### src/rtl/sorted_unique_set_assert.svh
// assertion macros used by the set rtl
// each macro expects clk and rst in scope
`ifndef SORTED_UNIQUE_SET_ASSERT_SVH
`define SORTED_UNIQUE_SET_ASSERT_SVH

// same-cycle implication
`define SUS_ASSERT_IMP(lbl, ante, cons) \
  lbl: assert property (@(posedge clk) disable iff (rst) (ante) |-> (cons)) \
    else $error("sorted set check failed");

// next-cycle implication
`define SUS_ASSERT_NXT(lbl, ante, cons) \
  lbl: assert property (@(posedge clk) disable iff (rst) (ante) |=> (cons)) \
    else $error("sorted set check failed");

`endif

### src/rtl/sus_pkg.sv
`timescale 1ns / 1ps
package sus_pkg;

  localparam int CAPACITY_DEF = 64;
  localparam int VALUE_W      = 32;
  localparam int COUNT_W      = 7;

  // command codes
  localparam logic CMD_INSERT = 1'b0;
  localparam logic CMD_DELETE = 1'b1;

  typedef enum logic [1:0] {
    STAT_CHANGED  = 2'd0,
    STAT_NOCHANGE = 2'd1,
    STAT_DROPPED  = 2'd2
  } status_t;

  typedef enum logic [2:0] {
    OP_HOLD,
    OP_CMP,
    OP_INS,
    OP_DEL,
    OP_ROT
  } cell_op_t;

  typedef struct packed {
    cell_op_t                   op;
    logic signed [VALUE_W-1:0]  value;
  } cell_ctrl_t;

endpackage

### src/rtl/sus_cell.sv
`timescale 1ns / 1ps
module sus_cell
  import sus_pkg::*;
(
  input  logic                      clk,
  input  logic                      rst,
  input  cell_ctrl_t                ctrl,
  input  logic signed [VALUE_W-1:0] left_entry,
  input  logic                      left_valid,
  input  logic                      left_lt,
  input  logic signed [VALUE_W-1:0] right_entry,
  input  logic                      right_valid,
  input  logic signed [VALUE_W-1:0] head_entry,
  output logic signed [VALUE_W-1:0] entry,
  output logic                      valid,
  output logic                      lt,
  output logic                      eq
);

  always_ff @(posedge clk) begin
    if (rst) begin
      valid <= 1'b0;
      lt    <= 1'b0;
      eq    <= 1'b0;
    end else begin
      unique case (ctrl.op)
        OP_CMP: begin
          lt <= valid && (entry < ctrl.value);
          eq <= valid && (entry == ctrl.value);
        end
        OP_INS: begin
          // cells at or above the insert point move up by one
          if (!lt) begin
            if (left_lt) begin
              entry <= ctrl.value;
              valid <= 1'b1;
            end else begin
              entry <= left_entry;
              valid <= left_valid;
            end
          end
        end
        OP_DEL: begin
          // cells at or above the match close the gap
          if (valid && !lt) begin
            entry <= right_entry;
            valid <= right_valid;
          end
        end
        OP_ROT: begin
          if (valid) begin
            entry <= right_valid ? right_entry : head_entry;
          end
        end
        default: begin
        end
      endcase
    end
  end

endmodule

### config.mk
export PLATFORM = sky130hd
export DESIGN_NAME = sus_cell
export DESIGN_NICKNAME = d
export VERILOG_FILES = /design/src/rtl/sorted_unique_set_assert.svh /design/src/rtl/sus_pkg.sv /design/src/rtl/sus_cell.sv
export SDC_FILE = /design/constraint.sdc
export NUM_CORES = 1
export LEC_CHECK = 0
export BUFFER_PORTS_ARGS = -buffer_cell sky130_fd_sc_hd__buf_2
export CORE_MARGIN = 4
export CORE_UTILIZATION = 44
export CTS_BUF_LIST = sky130_fd_sc_hd__clkbuf_16
export DETAILED_ROUTE_END_ITERATION = 12
export PLACE_DENSITY = 0.86
export SYNTH_ARGS = -nofsm -noshare
export SYNTH_HDL_FRONTEND = slang
export SYNTH_SLANG_ARGS = --single-unit
export TNS_END_PERCENT = 20
### constraint.sdc
create_clock -name clk -period 4.4 [get_ports clk]
set_input_delay 1.32 -clock clk [delete_from_list [all_inputs] [get_ports clk]]
set_output_delay 1.32 -clock clk [all_outputs]
set_load 0.02 [all_outputs]
==> impl_table.tex <==
\begin{tabular}{lr}
\hline
Metric & Value \\
\hline
\multicolumn{2}{l}{\textbf{Synthesis}} \\
Synthesized cell area & approximately 2900 um2 \\
Yosys warning count & 0 \\
Dominant cell type by area after synthesis & sky130\_fd\_sc\_hd\_\_edfxtp\_1 \\
Count of mapped cells out of synthesis & 288 \\
Top area cells in the synthesized netlist & sky130\_fd\_sc\_hd\_\_edfxtp\_1, sky130\_fd\_sc\_hd\_\_ha\_1, sky130\_fd\_sc\_hd\_\_mux2i\_1, sky130\_fd\_sc\_hd\_\_a221o\_1, sky130\_fd\_sc\_hd\_\_nor2\_1 \\
Synth Area per Inst & around 9.9 um2 \\
Number of nets in the synthesized netlist & 456 \\
Netlist cell types & 35 \\
Area share of the largest cell type after synthesis & 33.64\% \\
Sequential share of the synthesized area & a little over a third \\
Number of flip-flops and latches in the synthesized netlist & 35 \\
\multicolumn{2}{l}{\textbf{Power and ir drop}} \\
Sw Pwr & around 0.26 mW \\
Proportion of power drawn by flip-flops and latches & 37.6\% \\
Share of total power consumed by net switching & 25.34\% \\
Post-layout power & between 1 and 1.5 mW \\
Peak supply drop & 0.0001560 V \\
Share of power burned in combinational logic & 23.6\% \\
Clock share of power & around two fifths \\
Leakage Power & 2.033 nW \\
Design internal power & 0.7642 mW \\
P per Cell Area & 261.0 nW/um2 \\
\multicolumn{2}{l}{\textbf{Floorplanning}} \\
Effective utilization at floorplan & 45.24\% \\
Placeable core region & between 6000 and 7000 um2 \\
Horizontal die dimension & about 90 um \\
Y dimension of the die & 88.58 um \\
Area enclosed by the die boundary & 7846 um2 \\
Site Rows & 29 \\
I/O Pins & between 150 and 200 \\
\multicolumn{2}{l}{\textbf{Clocking}} \\
Buffer type at the clock tree root & sky130\_fd\_sc\_hd\_\_clkbuf\_16 \\
Hold-fix buffers, CTS & 0 \\
Count of buffers added by post-CTS timing repair for setup & 0 \\
TritonCTS sink count & 35 \\
Clock latency reported for the late side of the worst-skew pair & approximately 270 ps \\
Total clock buffers created by CTS & 5 \\
Post-cts sizing count & 0 \\
Maximum level of the CTS H-tree & 2 \\
Clock tree from TritonCTS & done \\
Clock edge transition at the registers on the reported setup and hold paths & 60 ps \\
Largest buffer count on any clock path & 2 \\
\multicolumn{2}{l}{\textbf{GRT}} \\
Number of global-route vias before repair & about 2900 \\
Number of antenna violations at the first check in global routing & 0 \\
Total grt overflow & 0 \\
First-pass GRT wire length & 12.96 mm \\
Largest net degree at the start of global routing & 34 \\
GRT Resource Usage Total & 21.33\% \\
\multicolumn{2}{l}{\textbf{Placement}} \\
Cell area after placement & 3754 um2 \\
Final GP Congestion & $\sim$0.8 \\
\# placed instances & 525 \\
Final HPWL DP & $\sim$7.1 mm \\
Count of buffers from port buffering & 170 \\
Worst-case setup slack after placement & 1135 ps \\
\multicolumn{2}{l}{\textbf{Finish}} \\
Count of inserted antenna diode cells & 0 \\
Final cell count without fillers & 533 \\
Commonest cells after routing, fill and taps aside & sky130\_fd\_sc\_hd\_\_buf\_2, sky130\_fd\_sc\_hd\_\_nor2\_1, sky130\_fd\_sc\_hd\_\_inv\_1 \\
Number of nets in the finished design & roughly 620 \\
Filler cells & $\sim$550 \\
P\&R area growth vs syn & 37.32\% \\
Area of all placed cells without fillers & 3923 um2 \\
Layout cells sized above 1 & 42.32\% \\
Multi-input gate area in the final layout & 1635 um2 \\
Most frequent standard cell in the layout excluding fill and tap cells & sky130\_fd\_sc\_hd\_\_buf\_2 \\
Register cell area after layout & 1021 um2 \\
\multicolumn{2}{l}{\textbf{Routing}} \\
Detailed-route vias per instance & 5.413 \\
Via count & 2885 \\
TritonRoute pass-1 iters & 4 \\
Final wirelength & approximately 8.8 mm \\
Number of DRC markers after the initial detailed-route iteration & $\sim$130 \\
Count of antenna-violating nets left after detailed routing & 0 \\
DRC violation count after routing & 0 \\
Average detailed-routed wire length per instance & 16.56 um \\
\multicolumn{2}{l}{\textbf{STA}} \\
Final min period & 2939 ps \\
Portion of the clock cycle consumed by the worst path in the final layout & about two thirds \\
RSZ-0062 raised after global routing & false \\
Pins over their slew limit & 0 \\
Final worst slack & between 1000 and 1500 ps \\
Count of endpoints failing hold in the final timing report & 0 \\
Peak clock frequency supported by timing & approximately 0.34 GHz \\
Final setup vio count & 0 \\
Worst slew pin tran & approximately 1000 ps \\
Setup Total Neg Slack & 0 ps \\
Relative max-transition margin & approximately a third \\
Worst clock skew on the final layout & around 4.0 ps \\
\multicolumn{2}{l}{\textbf{Setup path}} \\
Required time of the worst setup path & about 4400 ps \\
Critical path peak fanout & 17 \\
Register-to-Register Setup Slack & about 2300 ps \\
R2R depth & 4 \\
Worst Path Class, Setup & input pin to flop \\
Worst Setup End Kind & flop \\
Type of origin of the critical path & input pin \\
Endpoint arrival time on the critical path & around 2900 ps \\
Delay of the slowest critical-path stage & 520 ps \\
CP Cell Sequence & buf\_2 > nor3b\_1 > o21ai\_0 > a21oi\_4 > buf\_4 \\
Cell type of the slowest stage on the worst timing path & sky130\_fd\_sc\_hd\_\_a21oi\_4 \\
\multicolumn{2}{l}{\textbf{Min path}} \\
Classification of the worst-slack hold path & flop to flop \\
Hold path cells & 2 \\
\multicolumn{2}{l}{\textbf{Run}} \\
Reported max-cap violation count & 0 \\
\multicolumn{2}{l}{\textbf{Status}} \\
Outcome & finished clean \\
\hline
\end{tabular}
==> path summary, 6_finish.rpt <==
check	from	end
worst min-delay path	valid$_SDFFE_PP0P_	valid$_SDFFE_PP0P_
worst max-delay path	ctrl[33]	entry[10]$_DFFE_PP_
worst max register to register	lt$_SDFFE_PP0N_	entry[10]$_DFFE_PP_
worst min register to register	valid$_SDFFE_PP0P_	valid$_SDFFE_PP0P_
==> state kept, by name (all words and copies together) (netlist names) <==
name and flops:
lt 1, entry 32, eq 1, valid 1
==> logic make-up (layout without fill, tap and decap cells) <==
| group | after synthesis | in the layout | synth area share, % |
|---|---|---|---|
| buffers and inverters | 47 | 215 | 7.490 |
| AO/OA/AOI/OAI | 64 | 64 | 17.61 |
| multiplexers | 32 | 32 | 11.21 |
| AND/OR/NAND/NOR | 78 | 78 | 13.93 |
| flip-flops | 35 | 35 | 35.74 |
| adder cells (fa/ha/maj) | 32 | 32 | 14.02 |
==> power groups by stage <==
| stage | combinational, mW | sequential [mW] | clock [mW] |
|---|---|---|---|
| after global placement | 0.230 | 0.391 | 0 |
| after CTS | 0.242 | 0.385 | 0.403 |
| final | 0.241 | 0.385 | 0.398 |
| after detailed placement | 0.240 | 0.392 | 0 |
| after global routing | 0.267 | 0.385 | 0.419 |
| after floorplan | 0.127 | 0.402 | 0 |
==> layout make-up <==
cell class	count	share of cell area, %
Clock inverter	3	1.116
Timing Repair Buffer	173	22.26
Clock buffer	5	3.190
Inverter	34	3.254
Tap cell	77	2.456
Sequential cell	35	26.03
Multi-Input combinational cell	206	41.69
==> metrics by stage <==
step	hold slack, ps	utilization, %
after floorplan	623.4	-
after global placement	575.7	59.45
after detailed placement	593.4	59.45
after CTS	604.7	62.13
after global routing	646.2	62.13
final	626.8	62.13
==> layer usage <==
layer / track usage [%] / vias to the layer above / part of all wire [%]
li1: - / 1422 / -
met1: 25.74 / 1349 / 39
met2: 38.75 / 104 / 53
met3: 4.190 / 10 / 6.2
met4: 5.495 / 0 / 1.4
met5: 0 / - / 0
==> cell usage after synthesis (all sizes together) <==
cell / n
a21oi: 18
nand3b: 1
a221o: 32
mux2i: 32
edfxtp: 32
dfxtp: 3
nand4b: 1
nor2b: 1
nor3b: 3
buf: 13
o21ai: 6
a211oi: 2
nor3: 3
o211ai: 3
nand2: 15
nor2: 40
and4: 1
nand3: 3
and2: 1
a22oi: 1
a21o: 2
nor4: 2
nand4: 7
inv: 34
ha: 32
==> critical path: cells and delay by family <==
family / cells / cell delay, ps
buffers and inverters: 2 / 500
and+or+nand+nor: 1 / 320
AOI/OAI and AO/OA: 2 / 750
Power figures use the tool's default switching activity.
